**src/sv/qau_isqrt.sv**
```systemverilog
// Pipelined floor square root of a 66-bit value, one result bit per stage.
module qau_isqrt (
  input  logic        clk,
  input  logic        en,
  input  logic [65:0] s,
  output logic [32:0] root
);

  logic [65:0] s_r    [33];
  logic [33:0] rem_r  [33];
  logic [32:0] root_r [33];

  for (genvar j = 0; j < 33; j++) begin : g_st
    localparam int P = 32 - j;
    logic [65:0] s_in;
    logic [33:0] rem_in;
    logic [32:0] root_in;
    logic [35:0] rsh;
    logic [35:0] tst;
    logic        ge;

    if (j == 0) begin : g_first
      assign s_in    = s;
      assign rem_in  = '0;
      assign root_in = '0;
    end else begin : g_next
      assign s_in    = s_r[j-1];
      assign rem_in  = rem_r[j-1];
      assign root_in = root_r[j-1];
    end

    assign rsh = {rem_in, s_in[2*P+1 -: 2]};
    assign tst = {1'b0, root_in, 2'b01};
    assign ge  = (rsh >= tst);

    always_ff @(posedge clk) begin
      if (en) begin
        s_r[j]    <= s_in;
        rem_r[j]  <= ge ? 34'(rsh - tst) : rsh[33:0];
        root_r[j] <= {root_in[31:0], ge};
      end
    end
  end

  assign root = root_r[32];

endmodule

```
**config.mk**
```make
export PLATFORM = sky130hd
export DESIGN_NAME = qau_isqrt
export DESIGN_NICKNAME = d
export VERILOG_FILES = /design/src/sv/qau_isqrt.sv
export SDC_FILE = /design/constraint.sdc
export NUM_CORES = 2
export LEC_CHECK = 0
export ABC_AREA = 0
export ABC_CLOCK_PERIOD_IN_PS = 7650
export CAP_MARGIN = 20
export CELL_PAD_IN_SITES_DETAIL_PLACEMENT = 1
export CELL_PAD_IN_SITES_GLOBAL_PLACEMENT = 1
export CORE_MARGIN = 1.5
export CORE_UTILIZATION = 55
export CTS_BUF_LIST = sky130_fd_sc_hd__clkbuf_8
export CTS_CLUSTER_SIZE = 25
export DETAILED_ROUTE_END_ITERATION = 12
export DONT_BUFFER_PORTS = 1
export PLACE_DENSITY_LB_ADDON = 0.1
export SETUP_SLACK_MARGIN = 0.2
export SLEW_MARGIN = 10
export SYNTH_ARGS = -nofsm -noshare
export SYNTH_HDL_FRONTEND = slang
export SYNTH_MEMORY_MAX_BITS = 65536
export SYNTH_SLANG_ARGS = --single-unit
```
**constraint.sdc**
```tcl
create_clock -name clk -period 7.65 [get_ports clk]
set_input_delay 0 -clock clk [delete_from_list [all_inputs] [get_ports clk]]
set_output_delay 0 -clock clk [all_outputs]
set_load 0.02 [all_outputs]
```
[Yosys cells after proc, flatten, opt, wreduce, memory -nomap -nowiden]
Memory sizes are Yosys's and may differ from the RTL's.
Cells that the tools add are included.
Word-level totals
  register bits: 0
  RAM bits: 4389
  input bits: 68
  output and inout bits: 33
  logic and storage cells: 104
  memories kept: 3
Operators by class
  $add $sub $neg: 33
  magnitude comparators: 33
  muxes and demuxes: 35
Memory list
  s_r: words 33, width 66, rd ports 32, clocked after Yosys merged registers in 0, write ports 33, line 9  | logic [65:0] s_r [33];
  rem_r: words 33, width 34, rd ports 32, clocked after Yosys merged registers in 0, write ports 33, line 10  | logic [33:0] rem_r [33];
  root_r: words 33, width 33, rd ports 33, clocked after Yosys merged registers in 0, write ports 33, line 11  | logic [32:0] root_r [33];
Operators with widths (count)
  $ge A36 B35 Y1: 32
  $mux W34: 33
  $sub A34 B34 Y34: 32
  $sub A2 B1 Y3 const B: 1
  $ge A2 B1 Y1 const B: 1
  $mux W1: 2

[Depth between registers and ports, before layout]
An unclocked memory read counts as a cell.
  depth after elaboration: 3
  gate-level depth with buffers: 14
  depth with buffers taken out: 12

[Least setup slack after synthesis]
Ideal clock, no wire load.
  kind: register to register
  from: mem rem_r[29][2], in the netlist rem_r[0][988]
  to: mem rem_r[30][33], in the netlist rem_r[0][1053] (data pin)
  setup time: 0.272 ns
  arrival time: 2.770 ns
  required time: 7.378 ns
  path slack: 4.608 ns
  stages on the path, launching flop included: 11
  buffers on the path: 0
  clock period less this slack: 3.042 ns
  cells stage by stage: edfxtp_1 > ha_1 > a2111oi_2 > o21ai_0 > a31oi_1 > a2111oi_0 > nor2_1 > o21ai_0 > a41o_1 > a2111oi_2 > xor2_1
RTL lines (line)
  start: declaration: 10

==> impl_metrics.py <==
metrics = {
    "finish": {
        "nets": 10781,
        "n_fill_cell": 22046,
        "fin_util": 0.615,
        "regArea_sq_um": 79700,
        "drive_gt1_frac": 0.0782,
        "multi_input_area_sq_um": 41200,
        "stdcell_area_sq_um": 138000,
        "area_delta_synth_final_pct": 11.1,
    },
    "setup_path": {
        "cp.required_ps": 8390,
        "worstSetupStartpoint": "rem_r[0][285]",
        "r2r_end": "rem_r[0][325]",
        "endpoint": "rem_r[0][325]",
        "critPathMaxFanout": 23,
        "critical_path_arrival_ps": 4950,
        "rr_worst_depth": 9,
        "ff2ff_setup_slack_ps": 3440,
        "path_class": "register to register",
        "end_kind": "register",
        "startpoint_type": "register",
        "r2r-start": "rem_r[0][285]",
    },
    "placement": {
        "pre_cts_ws_ps": 3500,
        "dpl.hpwl_um": 211000,
        "gp_congestion": 0.903,
        "portBuffers": 0,
        "dpl_cell_area_sq_um": 128000,
    },
    "pwr": {
        "seq_power_share": 0.480,
        "clockPowerShare": 0.293,
        "finalPower_uw": 41400,
        "switching_share": 0.312,
        "pwr-share-comb": 0.226,
        "power.ir.vdd_worst_mv": 0.228,
        "p_int_uw": 28500,
        "pwr_density_cell_nw_per_um2": 300,
        "p_switching_uw": 12900,
        "p_leak_uw": 0.0533,
    },
    "drt": {
        "num_vias": 78151,
        "drt_iter0_markers": 5259,
        "first_pass_iters": 12,
        "viasPerCell": 5.81,
        "wl_per_cell_um": 22.8,
        "ant_nets": 0,
        "finalWirelength_um": 307000,
        "drcViolationCount": 3,
    },
    "floorplanning": {
        "start_util": 0.553,
        "dieArea_sq_um": 229000,
        "ioPinCount": 101,
        "die-height_um": 479,
        "row_count": 174,
        "core_area_sq_um": 225000,
        "die_width_um": 479,
    },
    "timing": {
        "finClkSkew_ps": 106,
        "fmax_mhz": 238,
        "slew_viol_final": 0,
        "worstMarginPinSlew_ps": 1110,
        "fin_tns_setup_ps": 0,
        "fin_ws_ps": 3440,
        "setup_viol": 0,
        "rsz0062_at_grt": "no",
        "finalCritPeriodShare": 0.550,
        "timing.slew.headroom": 0.262,
        "fin_crit_ps": 4210,
        "hold_viol": 0,
    },
    "yosys": {
        "syn_nets": 10303,
        "syn-cell-area_sq_um": 124000,
        "netlist-cell-type-count": 103,
        "ys_async_sr_fraction": 0,
        "ys_seq_area_frac": 0.640,
        "synthAdderAreaFrac": 0.0599,
        "ys.warnings.count": 0,
        "muxShareOfSynthArea": 0.00824,
        "synth_compound_area_frac": 0.102,
        "synth_cells": 9639,
        "ys_ff_latch": 2654,
        "postSynthAreaPerCell_sq_um": 12.9,
        "synth_xor_area_frac": 0.0611,
        "synth-edff-count": 2654,
        "synth-main-ff-cell": "edfxtp_1",
        "synth_top_family_by_area": "compound AO/OA/AOI/OAI gates",
        "yosys.area_share.simple": 0.0995,
    },
    "clocking": {
        "htreeDepth": 5,
        "cts_sinks": 2654,
        "cts_tree": "done",
        "numCtsBuffers": 443,
        "clk_pin_slew_worst_paths_ps": 60,
        "clockBufferDepth": 4,
        "clock_latency_ps": 1100,
        "cts_root_buffer": "clkbuf_8",
        "post-cts-setup-buffer-count": 0,
    },
    "outcome": {
        "status": "complete, but fails checks",
        "violations": "DRC",
    },
    "global_routing": {
        "grt_pass1_vias": 83302,
        "grt_usage": 0.266,
        "grt-ovfl-total": 0,
        "grt_pass1_wl_um": 479000,
        "antenna_found_initial": 8,
        "grt_max_degree": 199,
    },
    "job": {
        "cap_violations": 0,
    },
    "hold_path": {
        "hold_class": "input port to register",
    },
}
==> power by group through the flow <==
stage          Combinational [uW]  Clock [uW]  Sequential [uW]
2_1_floorplan                6640           0            19400
3_3_place_gp                 8860           0            20100
5_1_grt                     10300       13000            20100
6_report                     9390       12200            19900
3_5_place_dp                 9190           0            20200
4_1_cts                      9360       12400            19900
==> area by class of cell <==
cell class | instances | share of cell area
repair buffers | 228 | 0.0173
flip-flops and latches | 2654 | 0.577
clock inverters | 348 | 0.0156
inverters | 758 | 0.0206
clock buffers | 447 | 0.0445
diodes | 2 | 0.0000362
well taps | 2992 | 0.0271
multi-input cells | 6032 | 0.298
==> sequential cells by signal, summed over array words and instances (netlist names) <==
name	flops
root_r	561
s_r	1056
rem_r	1037
==> synth_stat cells, types with 47 or more instances <==
master | n | share of area
nand3_1 | 143 | 0.0058
o21bai_1 | 58 | 0.0035
a21o_1 | 279 | 0.017
nand2b_1 | 112 | 0.0056
a31oi_1 | 64 | 0.0032
or3_1 | 93 | 0.0047
and3_1 | 57 | 0.0029
a211oi_1 | 52 | 0.0031
o21ai_0 | 458 | 0.018
or4_1 | 55 | 0.0033
xnor2_1 | 462 | 0.033
o31ai_1 | 63 | 0.0038
inv_1 | 756 | 0.023
nand2_1 | 656 | 0.020
a21oi_1 | 606 | 0.024
clkbuf_1 | 150 | 0.0045
o21a_1 | 134 | 0.0081
nor2_1 | 603 | 0.018
or2_2 | 47 | 0.0024
nor3_1 | 223 | 0.0090
xor2_1 | 407 | 0.029
mux2_2 | 76 | 0.0069
nand4_1 | 95 | 0.0048
nor4_1 | 121 | 0.0061
edfxtp_1 | 2654 | 0.64
ha_1 | 596 | 0.060
nor2b_1 | 83 | 0.0042
==> placed cells by master (no fill, tap or decap), drive strengths merged, types with 94 or more instances in the layout <==
cell type	n
or3	94
nor4	132
nor2	603
nand3	144
nor3	223
edfxtp	2654
clkinv	203
o21a	134
nand2	657
a21o	279
o21ai	465
inv	867
nand2b	112
nand4	96
xnor2	462
xor2	407
dlygate4sd3	179
ha	596
a21oi	607
clkbuf	448
==> through the flow <==
step	cells	hold slack, ps
2_1_floorplan	9639	98.9
3_3_place_gp	12481	98.9
3_5_place_dp	12481	98.9
4_1_cts	13455	1.51
5_1_grt	13461	41.7
6_report	13461	117
==> cells by family (layout without fill, tap and decap cells) <==
group,count (synthesis),after routing
DFF,2654,2654
buffers and inverters,953,1781
adders and majority gates,596,596
AOI/OAI and AO/OA,1999,1999
xor gates and xnor gates,869,869
muxes,92,92
other,1,3
and+or+nand+nor,2475,2475
==> worst max-delay path, cell delays in order (launching register included) <==
cell and delay [ps]:
edfxtp_1 440, or4_1 600, nor4_1 410, and4bb_2 350
nor3b_1 260, and4_1 260, nand3b_1 630, nand4_1 660
nor3_1 130, xor2_1 170
==> how the worst min path moves through the flow <==
stage / from / to / slack [ps] / cells after the start
floorplan: s[0] / s_r[0][0] / 100 / 0
global placement: s[41] / s_r[0][41] / 100 / 0
detailed placement: s[19] / s_r[0][19] / 100 / 0
CTS: s[12] / s_r[0][12] / 2 / 2
global route: s[26] / s_r[0][26] / 40 / 2
finish: s[26] / s_r[0][26] / 120 / 2
==> what timing repair did <==
item                       CTS  global route
setup endpoints to repair    0             0
hold buffers               179             0
gates resized for setup      0             0
hold endpoints to repair   815             0
==> routing by layer <==
metal	part of all wire	global-route usage	wire (um)	vias up
li1	-	-	-	36703
met1	0.40	0.324	124000	39153
met2	0.53	0.484	162000	1672
met3	0.034	0.0325	10600	621
met4	0.034	0.0957	10500	2
met5	0.000042	0	13	-
(Power assumes the default switching activity.)
