### config.mk
export PLATFORM = sky130hd
export DESIGN_NAME = qau_div_lane
export DESIGN_NICKNAME = d
export VERILOG_FILES = /design/src/sv/qau_div_lane.sv
export SDC_FILE = /design/constraint.sdc
export NUM_CORES = 2
export LEC_CHECK = 0
export ABC_CLOCK_PERIOD_IN_PS = 3200
export BUFFER_PORTS_ARGS = -buffer_cell sky130_fd_sc_hd__buf_2
export CAP_MARGIN = 10
export CORE_UTILIZATION = 55
export DETAILED_ROUTE_END_ITERATION = 16
export GPL_ROUTABILITY_DRIVEN = 0
export PLACE_DENSITY = 0.74
export SLEW_MARGIN = 20
export SYNTH_ARGS = -nofsm -noshare
export SYNTH_HDL_FRONTEND = slang
export SYNTH_SLANG_ARGS = --single-unit
export TNS_END_PERCENT = 1
### constraint.sdc
create_clock -name clk -period 3.2 [get_ports clk]
set_input_delay 0.32 -clock clk [delete_from_list [all_inputs] [get_ports clk]]
set_output_delay 0.32 -clock clk [all_outputs]
set_load 0.02 [all_outputs]
### src/sv/qau_div_lane.sv
// Pipelined restoring divider: (m << FRAC_BITS) / d, one quotient bit per stage.
module qau_div_lane #(
  parameter int FRAC_BITS = 16
) (
  input  logic               clk,
  input  logic               en,
  input  logic [31:0]        m,
  input  logic [32:0]        d,
  output logic [FRAC_BITS:0] q
);

  localparam int NST = FRAC_BITS + 1;
  localparam int W   = FRAC_BITS + 34;

  logic [W-1:0]       r_r [NST];
  logic [32:0]        d_r [NST];
  logic [FRAC_BITS:0] q_r [NST];

  for (genvar k = 0; k < NST; k++) begin : g_st
    localparam int J = FRAC_BITS - k;
    logic [W-1:0]       r_in;
    logic [32:0]        d_in;
    logic [FRAC_BITS:0] q_in;
    logic [W-1:0]       dsh;
    logic               ge;
    logic [FRAC_BITS:0] q_nxt;

    if (k == 0) begin : g_first
      assign r_in = {{(W-32){1'b0}}, m} << FRAC_BITS;
      assign d_in = d;
      assign q_in = '0;
    end else begin : g_next
      assign r_in = r_r[k-1];
      assign d_in = d_r[k-1];
      assign q_in = q_r[k-1];
    end

    assign dsh = {{(W-33){1'b0}}, d_in} << J;
    assign ge  = (r_in >= dsh);

    always_comb begin
      q_nxt    = q_in;
      q_nxt[J] = ge;
    end

    always_ff @(posedge clk) begin
      if (en) begin
        r_r[k] <= ge ? (r_in - dsh) : r_in;
        d_r[k] <= d_in;
        q_r[k] <= q_nxt;
      end
    end
  end

  assign q = q_r[NST-1];

endmodule

; ---- Yosys cells after proc, flatten, opt, wreduce, memory -nomap -nowiden
; Memory sizes are Yosys's and may differ from the RTL's.
; Index checks and enable logic that the tools add are counted.
[classes]
shift = 0
multipliers = 0
eq_ne = 0
add_sub_neg = 17
muxes = 19
div_mod_pow = 0
n_lt_le_gt_ge = 17
n_reduce_logical = 0
n_bitwise = 0
[ops]
columns = op, n
row1 = 2-to-1 mux 50 bit, 17
row2 = greater-or-equal comparator 50 x 33 -> 1 bit, 1
row3 = greater-or-equal comparator 50 x 34 -> 1 bit, 1
row4 = greater-or-equal comparator 50 x 35 -> 1 bit, 1
row5 = greater-or-equal comparator 50 x 36 -> 1 bit, 1
row6 = greater-or-equal comparator 50 x 37 -> 1 bit, 1
row7 = greater-or-equal comparator 50 x 38 -> 1 bit, 1
row8 = greater-or-equal comparator 50 x 39 -> 1 bit, 1
row9 = greater-or-equal comparator 50 x 40 -> 1 bit, 1
row10 = greater-or-equal comparator 50 x 41 -> 1 bit, 1
row11 = greater-or-equal comparator 50 x 42 -> 1 bit, 1
row12 = greater-or-equal comparator 50 x 43 -> 1 bit, 1
row13 = greater-or-equal comparator 50 x 44 -> 1 bit, 1
row14 = greater-or-equal comparator 50 x 45 -> 1 bit, 1
row15 = greater-or-equal comparator 50 x 46 -> 1 bit, 1
row16 = greater-or-equal comparator 50 x 47 -> 1 bit, 1
row17 = greater-or-equal comparator 50 x 48 -> 1 bit, 1
row18 = subtractor 48 x 49 -> 50 bit, 1
row19 = subtractor 50 x 33 -> 50 bit, 1
row20 = subtractor 50 x 34 -> 50 bit, 1
row21 = subtractor 50 x 35 -> 50 bit, 1
row22 = subtractor 50 x 36 -> 50 bit, 1
row23 = subtractor 50 x 37 -> 50 bit, 1
row24 = subtractor 50 x 38 -> 50 bit, 1
row25 = other kinds (12), 13
[totals]
romBits = 0
latch_bits = 0
mem_bits_rw = 1700
regBits = 0
elab_cells = 56
memories = 3
input_bits = 67
out_inout_bits = 17
[mem_list]
columns = memory, depth, width, rd, rd_ports_with_merged_regs, write_ports, line
row1 = r_r, 17, 50, 16, 0, 17, 15  ; logic [W-1:0] r_r [NST];
row2 = d_r, 17, 33, 16, 0, 17, 16  ; logic [32:0] d_r [NST];
row3 = q_r, 17, 17, 17, 0, 17, 17  ; logic [FRAC_BITS:0] q_r [NST];

; ---- Longest topological paths before layout
; An unclocked memory read counts as a cell.
[depth]
ltp_word = 3
ltp_mapped = 15
mapped_depth_nobuf = 13

; ---- Least setup slack after synthesis
; Ideal clock, no wire load.
[synth_timing]
path_kind = register to register
start = mem r_r[0][653] (netlist bit)
end = mem r_r[0][744] (netlist bit) (data pin)
synth_period_minus_slack_ns = 3.488
setup_ns = 0.258
n_path_buf = 0
setup_slack_ns = -0.288
t_arrival_ns = 3.230
required_time_ns = 2.942
path_stages_with_launch = 12
cell_sequence = edfxtp_1 fa_1 a211oi_1 o211ai_1 a41o_1 a311oi_2 o21ai_1 a31oi_1 o31ai_1 a2111oi_4 nand3_1 xnor2_1
[synth_lines]
columns = element, line
row1 = from (decl), 15

==> flow_summary.yaml <==
routing:
  avgViaCountPerCell: 5.91
  post-route-drc-count: 0
  initialDrtViolationCount: 6049
  routed_wirelength_mm: 207
  route.vias.total: 63600
  dr.pass1.iters: 13
  routed_wire_length_per_instance_um: 19.2
  antenna_violating_nets_post_route: 0
pwr:
  vdd.ir_drop.worst_mv: 0.620
  power-per-cell-area_nw_per_um2: 897
  cellLeakagePower_nw: 41.2
  total_power_mw: 88.1
die:
  std_cell_rows: 139
  floorplan.core_area_um2: 143000
  floorplan.io_pins: 84
  die-area_um2: 146000
  die_y_um: 382
  floorplan.initialDensity_pct: 55.4
  die_w_um: 382
cells_and_area:
  antenna-diode-count: 0
  final_design_area_no_fill_um2: 98100
  most-common-layout-cells: "sky130_fd_sc_hd__edfxtp_1, sky130_fd_sc_hd__buf_4, sky130_fd_sc_hd__inv_1"
  final-instance-count-excl-fill: 10800
  multi_input_comb_area_um2: 37800
  drive_above_1_share_pct: 21.8
  final_core_util_pct: 68.4
  layout.area.seq_um2: 40400
  layout.cells.most_common: "sky130_fd_sc_hd__edfxtp_1"
  nFillCells: 9845
  area.growth.synth_to_final_pct: 23.4
  layout_nets: 9380
clocking:
  clock_insertion_delay_worst_skew_ps: 810
  clockRootBuffer: "sky130_fd_sc_hd__clkbuf_16"
  tritoncts: "yes"
  cts_made_buffers: 147
  cts.reportedPaths.clkPinSlew_ps: 60
  clock_sink_count: 1345
  buffers_from_clock_root_to_sink_at_most: 3
  h-tree-depth: 4
global_route:
  largest_net_degree_at_the_start_of_global_routing: 105
  number_of_antenna_violations_at_the_first_check_in_global_routing: 2
  grt_pass1_vias: 63200
  gr-total-overflow: 0
  grt_pass1_wl_mm: 323
  grt_use_total_pct: 27.6
status:
  outcome: "complete, but fails checks"
  violations_in_the_final_reports: "setup timing"
sta:
  fin_worst_hold_slack_ps: 48.1
  fin_skew_ps: 41.0
  final-setup-viol-count: 162
  maximum_achievable_frequency_ghz: 0.283
  timing.final.crit_share_pct: 110
  rsz_0062_raised_after_global_routing: "yes"
  hold_viol_final: 0
  totalNegativeSetupSlack_ps: -19730
  finalWorstSetupSlack_ps: -330
  timing.final.crit_period_ps: 3530
  worstMarginPinSlew_ps: 874
  drv_slew: 0
  maxSlewHeadroom_pct: 41.2
place:
  place.port_buffers: 83
  dpl-instance-area_um2: 90200
  place.detailed.instances: 10400
  preCtsSetupSlack_ps: -519
  detailed_place_hpwl_mm: 151
synth:
  synth_edf_count: 1345
  ys_warn_count: 0
  top_cell_type_by_total_area_after_synthesis: "sky130_fd_sc_hd__edfxtp_1"
  synth_area_per_cell_um2: 10.6
  postSynthRegisterBits: 1345
  synthesis.instances: 7517
  synth_fp_nets: 8159
  netlist-cell-type-count: 90
  top_area_cells_in_the_synthesized_netlist: "sky130_fd_sc_hd__edfxtp_1, sky130_fd_sc_hd__ha_1, sky130_fd_sc_hd__a21oi_1, sky130_fd_sc_hd__xnor2_1, sky130_fd_sc_hd__inv_1"
  synthFlopType: "sky130_fd_sc_hd__edfxtp_1"
  seq_total_area_yosys_pct: 50.8
  post-synth-top-area-fraction_pct: 50.8
  total_standard_cell_area_after_synthesis_um2: 79500
  synth-async-reset-ratio_pct: 0
critical_path:
  worst_r2r_endpoint: "r_r[0][703]"
  timing.critical_path.from: "d_r[0][430]"
  critical-path-slowest-cell: "sky130_fd_sc_hd__fa_2"
  worst_ep_arrival_time_ps: 4080
  worst-path-max-fanout: 12
  critical-path-top-delay-family: "compound AO/OA/AOI/OAI gates"
  setup.worst_path.start_class: "flop"
  cp_cell_sequence: "inv_2 -> fa_2 -> a211oi_2 -> o211ai_1 -> a41o_1 -> a311oi_2 -> buf_4 -> buf_6 -> o211ai_1 -> buf_4 -> a211oi_4 -> buf_4 -> mux2_2"
  reg2reg_slack_ps: -330
  r2r_start: "d_r[0][430]"
  cp_buf_inv_count: 5
  worst_setup_path_end_kind: "flop"
  setup.worst_path.class: "reg -> reg"
  cp_slowest_stage_delay_ps: 390
  r2r.worst_path.cells: 13
  crit_path_frequent_cell: "sky130_fd_sc_hd__buf_4"
  required_time_worst_endpoint_ps: 3750
worst_hold_path:
  min_delay_worst_endpoint: "r_r[0][16]"
  worst_hold_path_type: "in -> reg"
  hold_path_startpoint: "d[0]"
  whs_path_depth: 3
flow_run:
  max_cap_violations: 0
-- cells in the mapped netlist, drive strengths merged, types with 37 or more instances --
library cell and n:
mux2 106, a21oi 702, ha 559, nor3 80, nor2b 62, o211ai 41, o31ai 45, clkbuf 187
nor4 58, o21ai 504, a21o 313, nor2 537, o21bai 67, edfxtp 1345, buf 37, inv 692
nand2 584, xor2 257, nand4 111, xnor2 329, and3 56, nand2b 77, a31oi 65, or3 40
a211oi 59, o21a 59, nand3 138
-- power breakdown --
| part | internal (mW) | total, mW | switching, mW | leakage, nW |
|---|---|---|---|---|
| combinational | 19.9 | 42.5 | 22.7 | 25.9 |
| clock | 9.61 | 16.7 | 7.12 | 2.30 |
| sequential | 25.7 | 28.8 | 3.06 | 13.0 |
| total | 55.2 | 88.1 | 32.8 | 41.2 |
-- layout make-up --
| cell class | instances | share of cell area [%] |
|---|---|---|
| sequential | 1345 | 41.2 |
| multi-input combinational | 5256 | 38.5 |
| clock inverter | 94 | 0.983 |
| timing repair buffer | 1295 | 10.4 |
| clock buffer | 171 | 3.86 |
| tap | 1903 | 2.43 |
| inverter | 693 | 2.65 |
-- per-layer routing --
layer	global-route usage [%]	up-vias	wire [um]
li1	-	30000	-
met1	31.6	30200	77600
met2	48.9	2668	103000
met3	4.51	754	13800
met4	15.3	4	12700
met5	0	-	35
-- state kept, by name (all words and copies together) (netlist names) --
signal / flops
r_r: 664
q_r: 153
d_r: 528
-- logic make-up after synthesis --
logic type,count (synthesis),synth area share (%)
multiplexers,109,1.54
AO/OA/AOI/OAI,2092,16.4
adder cells (fa/ha/maj),575,9.20
buffers and inverters,917,4.36
AND/OR/NAND/NOR,1893,11.3
flip-flops,1345,50.8
XOR/XNOR,586,6.45
-- how the worst max path moves through the flow --
| stage | to | cells after the start |
|---|---|---|
| after CTS | r_r[0][740] | 15 |
| after floorplan | r_r[0][494] | 12 |
| after global routing | r_r[0][740] | 15 |
| after detailed placement | r_r[0][46] | 16 |
| after global placement | r_r[0][19] | 15 |
| final | r_r[0][703] | 13 |
-- worst reg2reg max path: stages (launching register included) --
cell and delay (ps):
sky130_fd_sc_hd__edfxtp_1 360, sky130_fd_sc_hd__inv_2 60, sky130_fd_sc_hd__fa_2 390, sky130_fd_sc_hd__a211oi_2 280
sky130_fd_sc_hd__o211ai_1 180, sky130_fd_sc_hd__a41o_1 290, sky130_fd_sc_hd__a311oi_2 200, sky130_fd_sc_hd__buf_4 180
sky130_fd_sc_hd__buf_6 100, sky130_fd_sc_hd__o211ai_1 80, sky130_fd_sc_hd__buf_4 190, sky130_fd_sc_hd__a211oi_4 310
sky130_fd_sc_hd__buf_4 300, sky130_fd_sc_hd__mux2_2 370
-- repair_timing --
action / CTS / global route
pin swaps: 67 / 59
hold buffers: 65 / 1
gates resized for setup: 210 / 252
buffers inserted: 30 / 5
endpoints found under the hold margin: 65 / 1
cloned: 2 / 3
endpoints found under the setup margin: 486 / 564
No activity file was read; power rests on OpenSTA's default activity.
